$ cat config.mk
export PLATFORM = sky130hd
export DESIGN_NAME = macd_indicator
export DESIGN_NICKNAME = d
export VERILOG_FILES = /design/src/macd_pkg.sv /design/src/macd_indicator.sv /design/src/macd_datapath.sv /design/src/macd_ctrl.sv
export SDC_FILE = /design/constraint.sdc
export NUM_CORES = 2
export LEC_CHECK = 0
export BUFFER_PORTS_ARGS = -buffer_cell sky130_fd_sc_hd__buf_2
export CAP_MARGIN = 25
export CELL_PAD_IN_SITES_DETAIL_PLACEMENT = 0
export CELL_PAD_IN_SITES_GLOBAL_PLACEMENT = 1
export CORE_MARGIN = 1.5
export CORE_UTILIZATION = 30
export CTS_BUF_LIST = sky130_fd_sc_hd__clkbuf_8 sky130_fd_sc_hd__clkbuf_16
export CTS_CLUSTER_SIZE = 8
export DETAILED_ROUTE_END_ITERATION = 10
export PLACE_DENSITY_LB_ADDON = 0.1
export REMOVE_ABC_BUFFERS = 1
export SKIP_CTS_REPAIR_TIMING = 1
export SYNTH_ARGS = -nofsm -noshare
export SYNTH_HDL_FRONTEND = slang
export SYNTH_SLANG_ARGS = --single-unit
export TNS_END_PERCENT = 100
$ cat constraint.sdc
create_clock -name clk -period 12.45 [get_ports clk]
set_clock_uncertainty 0.1 [all_clocks]
set_input_delay 2.49 -clock clk [delete_from_list [all_inputs] [get_ports clk]]
set_output_delay 2.49 -clock clk [all_outputs]
set_load 0.1 [all_outputs]
$ cat src/macd_pkg.sv
// Shared types and constants for the MACD indicator block.
`timescale 1ns / 1ps
`default_nettype none

package macd_pkg;

    // Gain registers: unsigned Q1.16, 65536 is one
    localparam int GAIN_WIDTH = 17;
    localparam int GAIN_FRAC  = 16;
    localparam logic [GAIN_WIDTH-1:0] GAIN_ONE = 17'd65536;

    localparam logic [GAIN_WIDTH-1:0] FAST_GAIN_RESET   = 17'd10082;
    localparam logic [GAIN_WIDTH-1:0] SLOW_GAIN_RESET   = 17'd4855;
    localparam logic [GAIN_WIDTH-1:0] SIGNAL_GAIN_RESET = 17'd13107;

    // Configuration register map
    localparam int CFG_INDEX_WIDTH = 2;
    localparam logic [CFG_INDEX_WIDTH-1:0] CFG_FAST_GAIN   = 2'd0;
    localparam logic [CFG_INDEX_WIDTH-1:0] CFG_SLOW_GAIN   = 2'd1;
    localparam logic [CFG_INDEX_WIDTH-1:0] CFG_SIGNAL_GAIN = 2'd2;

    // Width of one slice of the magnitude fed to the shared multiplier
    localparam int MUL_CHUNK = 32;

    // Datapath operations issued by the controller
    typedef enum logic [3:0] {
        OP_NONE,
        OP_LOAD,
        OP_FIRST,
        OP_SETUP,
        OP_MUL,
        OP_FINISH,
        OP_DIF,
        OP_SEED,
        OP_HDIFF,
        OP_MAGS,
        OP_OUT
    } dp_op_t;

    // Which average an EMA step works on
    typedef enum logic [1:0] {
        SEL_FAST,
        SEL_SLOW,
        SEL_SIG
    } ema_sel_t;

    typedef struct packed {
        dp_op_t   op;
        ema_sel_t sel;
    } dp_cmd_t;

    typedef struct packed {
        logic first;
        logic seeded;
        logic mul_last;
    } dp_status_t;

endpackage

`default_nettype wire

$ cat src/macd_indicator.sv
// Top level of the MACD indicator: controller plus datapath.
//
// One input word per bar: close_price and series_start, on in_valid/in_ready.
// One result word per bar: diff_line, signal_line, histogram on
// out_valid/out_ready. Gains are written on cfg_valid/cfg_ready with
// cfg_index (0 fast, 1 slow, 2 signal) and cfg_data; cfg_ready is always high
// and other indexes are ignored.
// The block works on one bar at a time. A single 32x17 multiplier is shared
// by the three EMA updates, each working through its magnitude in
// N = ceil((PRICE_WIDTH+FRAC_BITS+1)/32) slices of 32 bits. The first bar of
// a series only seeds the averages; the second bar runs the fast and slow
// updates and seeds the signal average; later bars run all three updates.
// The next bar can be accepted in the same cycle as the result is raised.
// in_ready is high only while the controller is idle; a finished result sits
// in the output register, so the next bar is taken while it waits. If the
// result is still not taken when the next one is ready, the block holds in
// its last step until out_ready. Reset restores the default gains and marks
// the next bar as the first of a series; no result is pending after reset.
`timescale 1ns / 1ps
`default_nettype none

module macd_indicator #(
    parameter int PRICE_WIDTH = 32,
    parameter int FRAC_BITS   = 16
) (
    input  wire logic                                 clk,
    input  wire logic                                 rst_n,
    input  wire logic                                 in_valid,
    output logic                                      in_ready,
    input  wire logic [PRICE_WIDTH-1:0]               close_price,
    input  wire logic                                 series_start,
    output logic                                      out_valid,
    input  wire logic                                 out_ready,
    output logic signed [PRICE_WIDTH:0]               diff_line,
    output logic signed [PRICE_WIDTH:0]               signal_line,
    output logic signed [PRICE_WIDTH+2:0]             histogram,
    input  wire logic                                 cfg_valid,
    output logic                                      cfg_ready,
    input  wire logic [macd_pkg::CFG_INDEX_WIDTH-1:0] cfg_index,
    input  wire logic [macd_pkg::GAIN_WIDTH-1:0]      cfg_data
);

    import macd_pkg::*;

    dp_cmd_t    cmd;
    dp_status_t status;

    assign cfg_ready = 1'b1;

    macd_ctrl u_ctrl (
        .clk       (clk),
        .rst_n     (rst_n),
        .in_valid  (in_valid),
        .in_ready  (in_ready),
        .out_valid (out_valid),
        .out_ready (out_ready),
        .cmd       (cmd),
        .status    (status)
    );

    macd_datapath #(
        .PRICE_WIDTH (PRICE_WIDTH),
        .FRAC_BITS   (FRAC_BITS)
    ) u_datapath (
        .clk          (clk),
        .rst_n        (rst_n),
        .cmd          (cmd),
        .status       (status),
        .close_price  (close_price),
        .series_start (series_start),
        .cfg_valid    (cfg_valid),
        .cfg_index    (cfg_index),
        .cfg_data     (cfg_data),
        .diff_line    (diff_line),
        .signal_line  (signal_line),
        .histogram    (histogram)
    );

    // One bar in flight: no second word is taken right after an accept
    a_one_in_flight: assert property (@(posedge clk) disable iff (!rst_n)
        in_valid && in_ready |=> !in_ready)
        else $error("input taken while a bar is in work");

    // A result only appears at the end of a bar's work
    a_result_after_work: assert property (@(posedge clk) disable iff (!rst_n)
        $rose(out_valid) |-> $past(!in_ready))
        else $error("result raised while idle");

    // Multiply steps only run while a bar is in work
    a_mul_busy: assert property (@(posedge clk) disable iff (!rst_n)
        cmd.op == OP_MUL |-> !in_ready && !$past(in_valid && in_ready))
        else $error("multiply step outside a bar");

endmodule

`default_nettype wire

$ cat src/macd_datapath.sv
// Datapath: gain registers, EMA state, shared multiplier and output rounding.
`timescale 1ns / 1ps
`default_nettype none

module macd_datapath #(
    parameter int PRICE_WIDTH = 32,
    parameter int FRAC_BITS   = 16
) (
    input  wire logic                                 clk,
    input  wire logic                                 rst_n,
    input  wire macd_pkg::dp_cmd_t                    cmd,
    output macd_pkg::dp_status_t                      status,
    input  wire logic [PRICE_WIDTH-1:0]               close_price,
    input  wire logic                                 series_start,
    input  wire logic                                 cfg_valid,
    input  wire logic [macd_pkg::CFG_INDEX_WIDTH-1:0] cfg_index,
    input  wire logic [macd_pkg::GAIN_WIDTH-1:0]      cfg_data,
    output logic signed [PRICE_WIDTH:0]               diff_line,
    output logic signed [PRICE_WIDTH:0]               signal_line,
    output logic signed [PRICE_WIDTH+2:0]             histogram
);

    import macd_pkg::*;

    localparam int QW     = PRICE_WIDTH + FRAC_BITS;   // fast/slow average
    localparam int SW     = QW + 1;                    // dif and signal average
    localparam int DW     = QW + 2;                    // EMA difference, hist/2
    localparam int MW     = DW - 1;                    // EMA difference magnitude
    localparam int NCHUNK = (MW + MUL_CHUNK - 1) / MUL_CHUNK;
    localparam int PADW   = NCHUNK * MUL_CHUNK;
    localparam int AW     = PADW + GAIN_WIDTH;
    localparam int PRODW  = MUL_CHUNK + GAIN_WIDTH;
    localparam int CW     = (NCHUNK > 1) ? $clog2(NCHUNK) : 1;
    localparam int HW     = QW + 2;                    // histogram magnitude

    localparam logic [1:0] BARS_NONE = 2'd0;
    localparam logic [1:0] BARS_ONE  = 2'd1;
    localparam logic [1:0] BARS_MANY = 2'd2;

    // Configuration and series state
    logic [GAIN_WIDTH-1:0]  fast_gain_reg, slow_gain_reg, signal_gain_reg;
    logic [1:0]             bars_reg;
    logic [PRICE_WIDTH-1:0] close_reg;
    logic                   start_reg;
    logic [QW-1:0]          fast_reg, slow_reg;
    logic signed [SW-1:0]   sig_reg, dif_reg;

    // EMA step working registers
    logic                   neg_reg;
    logic [MW-1:0]          mag_reg;
    logic [GAIN_WIDTH-1:0]  gain_reg;
    logic [AW-1:0]          acc_reg;
    logic [CW-1:0]          idx_reg;

    // Output working registers
    logic signed [DW-1:0]   hd_reg;
    logic [QW-1:0]          dmag_reg, smag_reg;
    logic [HW-1:0]          hmag_reg;
    logic                   dneg_reg, sneg_reg, hneg_reg;
    logic signed [PRICE_WIDTH:0]   diff_line_reg, signal_line_reg;
    logic signed [PRICE_WIDTH+2:0] histogram_reg;

    // Setup: operand select, difference and magnitude
    logic [QW-1:0]          cq;
    logic signed [DW-1:0]   x_sel, e_sel, diff, diff_abs;
    logic [GAIN_WIDTH-1:0]  g_raw, g_clip;

    assign cq = {close_reg, {FRAC_BITS{1'b0}}};

    always_comb
    begin
        case (cmd.sel)
            SEL_FAST:
            begin
                x_sel = signed'({2'b00, cq});
                e_sel = signed'({2'b00, fast_reg});
                g_raw = fast_gain_reg;
            end
            SEL_SLOW:
            begin
                x_sel = signed'({2'b00, cq});
                e_sel = signed'({2'b00, slow_reg});
                g_raw = slow_gain_reg;
            end
            SEL_SIG:
            begin
                x_sel = signed'({dif_reg[SW-1], dif_reg});
                e_sel = signed'({sig_reg[SW-1], sig_reg});
                g_raw = signal_gain_reg;
            end
            default:
            begin
                x_sel = '0;
                e_sel = '0;
                g_raw = '0;
            end
        endcase
    end

    assign diff     = x_sel - e_sel;
    assign diff_abs = diff[DW-1] ? -diff : diff;
    assign g_clip   = (g_raw > GAIN_ONE) ? GAIN_ONE : g_raw;

    // Multiply step: one slice of the magnitude times the gain
    logic [PADW-1:0]      mag_pad;
    logic [MUL_CHUNK-1:0] chunk;
    logic [PRODW-1:0]     prod;
    logic [AW-1:0]        acc_next;

    assign mag_pad  = {{(PADW - MW){1'b0}}, mag_reg};
    assign chunk    = mag_pad[idx_reg * MUL_CHUNK +: MUL_CHUNK];
    assign prod     = PRODW'(chunk) * PRODW'(gain_reg);
    assign acc_next = acc_reg + (AW'(prod) << (idx_reg * MUL_CHUNK));

    // Finish: round to nearest, restore sign, add to the average
    logic [AW-1:0]        acc_round;
    logic [MW-1:0]        p_mag;
    logic signed [DW-1:0] step, fast_sum, slow_sum, sig_sum;

    assign acc_round = (acc_reg + (AW'(1) << (GAIN_FRAC - 1))) >> GAIN_FRAC;
    assign p_mag     = acc_round[MW-1:0];
    assign step      = neg_reg ? -signed'({1'b0, p_mag}) : signed'({1'b0, p_mag});
    assign fast_sum  = signed'({2'b00, fast_reg}) + step;
    assign slow_sum  = signed'({2'b00, slow_reg}) + step;
    assign sig_sum   = signed'({sig_reg[SW-1], sig_reg}) + step;

    // Output arithmetic
    logic signed [SW-1:0] dif_abs, sig_abs, new_dif;
    logic signed [DW-1:0] hd_next, hd_abs;
    logic [QW:0]          d_round, s_round;
    logic [HW:0]          h_round;
    logic [PRICE_WIDTH:0]   d_r, s_r;
    logic [PRICE_WIDTH+2:0] h_r;

    assign new_dif = signed'({1'b0, fast_reg}) - signed'({1'b0, slow_reg});
    assign hd_next = signed'({dif_reg[SW-1], dif_reg}) - signed'({sig_reg[SW-1], sig_reg});
    assign dif_abs = dif_reg[SW-1] ? -dif_reg : dif_reg;
    assign sig_abs = sig_reg[SW-1] ? -sig_reg : sig_reg;
    assign hd_abs  = hd_reg[DW-1] ? -hd_reg : hd_reg;

    assign d_round = ({1'b0, dmag_reg} + ((QW+1)'(1) << (FRAC_BITS - 1))) >> FRAC_BITS;
    assign s_round = ({1'b0, smag_reg} + ((QW+1)'(1) << (FRAC_BITS - 1))) >> FRAC_BITS;
    assign h_round = ({1'b0, hmag_reg} + ((HW+1)'(1) << (FRAC_BITS - 1))) >> FRAC_BITS;
    assign d_r     = d_round[PRICE_WIDTH:0];
    assign s_r     = s_round[PRICE_WIDTH:0];
    assign h_r     = h_round[PRICE_WIDTH+2:0];

    // Status to the controller
    assign status.first    = start_reg || (bars_reg == BARS_NONE);
    assign status.seeded   = (bars_reg == BARS_MANY);
    assign status.mul_last = (idx_reg == CW'(NCHUNK - 1));

    // Control state: gain registers and bar count
    always_ff @(posedge clk or negedge rst_n)
    begin
        if (!rst_n)
        begin
            fast_gain_reg   <= FAST_GAIN_RESET;
            slow_gain_reg   <= SLOW_GAIN_RESET;
            signal_gain_reg <= SIGNAL_GAIN_RESET;
            bars_reg        <= BARS_NONE;
        end
        else
        begin
            if (cfg_valid)
            begin
                case (cfg_index)
                    CFG_FAST_GAIN:   fast_gain_reg   <= cfg_data;
                    CFG_SLOW_GAIN:   slow_gain_reg   <= cfg_data;
                    CFG_SIGNAL_GAIN: signal_gain_reg <= cfg_data;
                    default:         ;
                endcase
            end
            if (cmd.op == OP_FIRST)
                bars_reg <= BARS_ONE;
            else if (cmd.op == OP_SEED)
                bars_reg <= BARS_MANY;
        end
    end

    // Payload registers
    always_ff @(posedge clk)
    begin
        case (cmd.op)
            OP_LOAD:
            begin
                close_reg <= close_price;
                start_reg <= series_start;
            end
            OP_FIRST:
            begin
                fast_reg  <= cq;
                slow_reg  <= cq;
                sig_reg   <= '0;
                dif_reg   <= '0;
                start_reg <= 1'b0;
            end
            OP_SETUP:
            begin
                neg_reg  <= diff[DW-1];
                mag_reg  <= diff_abs[MW-1:0];
                gain_reg <= g_clip;
                acc_reg  <= '0;
                idx_reg  <= '0;
            end
            OP_MUL:
            begin
                acc_reg <= acc_next;
                idx_reg <= idx_reg + CW'(1);
            end
            OP_FINISH:
            begin
                case (cmd.sel)
                    SEL_FAST: fast_reg <= fast_sum[QW-1:0];
                    SEL_SLOW: slow_reg <= slow_sum[QW-1:0];
                    SEL_SIG:  sig_reg  <= sig_sum[SW-1:0];
                    default:  ;
                endcase
            end
            OP_DIF:
                dif_reg <= new_dif;
            OP_SEED:
                sig_reg <= dif_reg;
            OP_HDIFF:
                hd_reg <= hd_next;
            OP_MAGS:
            begin
                dmag_reg <= dif_abs[QW-1:0];
                smag_reg <= sig_abs[QW-1:0];
                hmag_reg <= {hd_abs[MW-1:0], 1'b0};
                dneg_reg <= dif_reg[SW-1];
                sneg_reg <= sig_reg[SW-1];
                hneg_reg <= hd_reg[DW-1];
            end
            OP_OUT:
            begin
                diff_line_reg   <= dneg_reg ? -signed'(d_r) : signed'(d_r);
                signal_line_reg <= sneg_reg ? -signed'(s_r) : signed'(s_r);
                histogram_reg   <= hneg_reg ? -signed'(h_r) : signed'(h_r);
            end
            default: ;
        endcase
    end

    assign diff_line   = diff_line_reg;
    assign signal_line = signal_line_reg;
    assign histogram   = histogram_reg;

endmodule

`default_nettype wire

$ cat src/macd_ctrl.sv
// Controller: sequences the EMA steps and the output handshake.
`timescale 1ns / 1ps
`default_nettype none

module macd_ctrl (
    input  wire logic                 clk,
    input  wire logic                 rst_n,
    input  wire logic                 in_valid,
    output logic                      in_ready,
    output logic                      out_valid,
    input  wire logic                 out_ready,
    output macd_pkg::dp_cmd_t         cmd,
    input  wire macd_pkg::dp_status_t status
);

    import macd_pkg::*;

    typedef enum logic [3:0] {
        S_IDLE,
        S_CHECK,
        S_SETUP,
        S_MUL,
        S_FIN,
        S_DIF,
        S_SEED,
        S_HDIFF,
        S_MAGS,
        S_OUT
    } state_t;

    state_t   state_reg, state_next;
    ema_sel_t sel_reg, sel_next;
    logic     out_valid_reg, out_valid_next;

    // Next state and command decode
    always_comb
    begin
        state_next     = state_reg;
        sel_next       = sel_reg;
        out_valid_next = out_valid_reg && !out_ready;
        cmd.op         = OP_NONE;
        cmd.sel        = sel_reg;
        case (state_reg)
            S_IDLE:
            begin
                if (in_valid)
                begin
                    cmd.op     = OP_LOAD;
                    sel_next   = SEL_FAST;
                    state_next = S_CHECK;
                end
            end
            S_CHECK:
            begin
                if (status.first)
                begin
                    cmd.op     = OP_FIRST;
                    state_next = S_HDIFF;
                end
                else
                begin
                    cmd.op     = OP_SETUP;
                    state_next = S_MUL;
                end
            end
            S_SETUP:
            begin
                cmd.op     = OP_SETUP;
                state_next = S_MUL;
            end
            S_MUL:
            begin
                cmd.op = OP_MUL;
                if (status.mul_last)
                    state_next = S_FIN;
            end
            S_FIN:
            begin
                cmd.op = OP_FINISH;
                case (sel_reg)
                    SEL_FAST:
                    begin
                        sel_next   = SEL_SLOW;
                        state_next = S_SETUP;
                    end
                    SEL_SLOW:
                        state_next = S_DIF;
                    default:
                        state_next = S_HDIFF;
                endcase
            end
            S_DIF:
            begin
                cmd.op = OP_DIF;
                if (status.seeded)
                begin
                    sel_next   = SEL_SIG;
                    state_next = S_SETUP;
                end
                else
                    state_next = S_SEED;
            end
            S_SEED:
            begin
                cmd.op     = OP_SEED;
                state_next = S_HDIFF;
            end
            S_HDIFF:
            begin
                cmd.op     = OP_HDIFF;
                state_next = S_MAGS;
            end
            S_MAGS:
            begin
                cmd.op     = OP_MAGS;
                state_next = S_OUT;
            end
            S_OUT:
            begin
                // wait for the output register to drain
                if (!out_valid_reg || out_ready)
                begin
                    cmd.op         = OP_OUT;
                    out_valid_next = 1'b1;
                    state_next     = S_IDLE;
                end
            end
            default:
                state_next = S_IDLE;
        endcase
    end

    // State and registered outputs
    always_ff @(posedge clk or negedge rst_n)
    begin
        if (!rst_n)
        begin
            state_reg     <= S_IDLE;
            sel_reg       <= SEL_FAST;
            out_valid_reg <= 1'b0;
        end
        else
        begin
            state_reg     <= state_next;
            sel_reg       <= sel_next;
            out_valid_reg <= out_valid_next;
        end
    end

    assign in_ready  = (state_reg == S_IDLE);
    assign out_valid = out_valid_reg;

endmodule

`default_nettype wire
==> out/results.txt <==
Area Growth Syn to Fin = 10.79%
FP Rows = 179
Slew Limit Headroom = 0.09210
beginning of the worst hold path = u_datapath.bars_reg[1]
via-per-instance ratio = 5.119
Layout fillers = 25,110
Root Buffer = clkbuf_16
slowest stage delay, CP = 0.89 ns
area leader, netlist = edfxtp_1
IO buf count = 159
Distinct cells, synth = 86
Post-Syn Area = 71,510 µm²
max FFs per register = 65
critical path's slowest cell = a311oi_1
Final Hold Viols = 0
CP startpoint = u_datapath.idx_reg
gpl congestion = 0.8876
CTS tree = done
status = finished, final reports clean
Clock transition at path regs = 0.05 ns
Area after DPL = 76,190 µm²
Setup WS pre-CTS = 1.264 ns
path type of the worst setup path = reg -> reg
Setup crit start kind = flip-flop
synth top area cells = edfxtp_1 (26%), fa_1 (13%), ha_1 (8.5%), xnor2_1 (6.5%), nand2_1 (4.6%)
CTS H-tree depth = 3
worst hold path type = reg -> reg
final-stage net count = 9,130
fin area = 79,230 µm²
MaxCap Viol Count = 0
FF/Latch Area = 20,010 µm²
fraction of layout cells with a size suffix above 1 = 0.07300
register area share after synthesis = 0.2797
Clk Latency, worst-skew pair = 0.77 ns
DPL Wire Length = 205,200 µm
grt total ovfl = 0
total CTS buffers = 102
Final WS setup = 1.137 ns
first-pass GRT wire length = 379,500 µm
width of the chip = 491.2 µm
Slew @ Worst Pin = 1.352 ns
Arrival @ worst endpoint = 11.76 ns
clock tree buffer depth = 3
Hold Slack = 0.3994 ns
Max FO, Critical Path = 17
overall routing resource usage = 0.2067
Sink Count = 675
cell count after synthesis = 8,057
synth warn = 0
setup violators final = 0
num ports = 161
Tcrit/Tclk final = 0.9087
Multi-input gate area = 47,310 µm²
DRC = 0
number of global-route vias before repair = 57,330
Vias = 58,120
post-layout min period = 11.31 ns
CP most frequent cell = fa_1
number of antenna violations at the first check in global routing = 22
critical path capture point type = flip-flop
average routed wire per standard cell = 22.30 µm
Req. time, crit path = 12.89 ns
Die ar. = 241,300 µm²
EDFF count, synth = 615
fmax = 88.40 MHz
Final Max Tran Viols = 0
Initial Util = 0.3012
RSZ-0062 raised after global routing = false
post-synth top area share = 0.2582
#FFs+latches synth = 675
height of the chip = 491.2 µm
first-iteration detailed-routing DRC count = 4,116
Core ar. = 237,400 µm²
Setup TNS Final = 0 ns
Final ANT Viol Nets = 0
top-count cell post-synth = nand2_1
register-to-register setup slack = 1.14 ns
DRT Pass-1 Iters = 6
pin count of the biggest net entering global routing = 73
synth cell count leaders = nand2_1 (875), inv_1 (824), edfxtp_1 (615), xnor2_1 (530), nor2_1 (525)
FF-to-FF Start = u_datapath.idx_reg
Avg Cell Area, Syn = 8.876 µm²
share of synthesized flip-flops with an asynchronous set or reset = 0.08889
Primary FF master, synth = edfxtp_1
total wire length = 253,100 µm
-- layout make-up --
type                       instances  area share
multi-input combinational       6230      0.5971
sequential                       675      0.2525
tap                             3167     0.05001
inverter                         826     0.03913
clock buffer                     103     0.03239
timing repair buffer             297     0.02344
clock inverter                    47    0.005164
antenna                            9   0.0002843
-- metrics by stage --
stage | utilization | instances
2_1_floorplan | - | 7731
3_3_place_gp | 0.3207 | 11190
3_5_place_dp | 0.3209 | 11190
4_1_cts | 0.3334 | 11340
5_1_grt | 0.3337 | 11350
6_report | 0.3337 | 11350
-- cells by family after synthesis --
logic type,share of synthesized area
compound gates,0.1527
xor+xnor,0.09614
fa+ha+maj,0.2125
buf+inv,0.06062
flops,0.2797
mux,0.02360
other cells,0.00005244
simple gates,0.1747
-- per-layer routing --
metal / GRT usage / wire length (µm)
met1: 0.3093 / 125600
met2: 0.3226 / 112600
met3: 0.02332 / 11690
met4: 0.03208 / 3265
met5: 0 / 0
-- critical path: cells and delay by family, from the launching register on --
kind | cells | cell delay [ns]
DFF | 1 | 0.62
and+or+nand+nor | 6 | 0.96
adders and majority gates | 8 | 3.60
xor gates and xnor gates | 1 | 0.22
buffers and inverters | 5 | 0.45
AOI/OAI and AO/OA | 15 | 4.38
muxes | 2 | 0.76
-- worst paths after layout --
| check | end | depth (start not counted) |
|---|---|---|
| max | u_datapath.acc_reg[60] | 37 |
| min | u_datapath.bars_reg[1] | 2 |
| max reg2reg | u_datapath.acc_reg[60] | 37 |
| min reg2reg | u_datapath.bars_reg[1] | 2 |
| max in group asynchronous | u_ctrl.sel_reg[0] | 2 |
| min in group asynchronous | u_datapath.slow_gain_reg[8] | 2 |
-- cells in the final DEF (no fill, tap or decap), types with 254 or more instances in the layout --
cell and instances:
nand2_1 874, o21ai_0 461, a21o_1 254, ha_1 485, edfxtp_1 615, xnor2_1 530
and2_1 297, a21oi_1 509, xor2_1 255, nor2_1 523, fa_1 456, inv_1 845
Power is left out: the tool's default activity adds up to more than one toggle a clock period on the data nets, which glitch-free logic cannot reach.
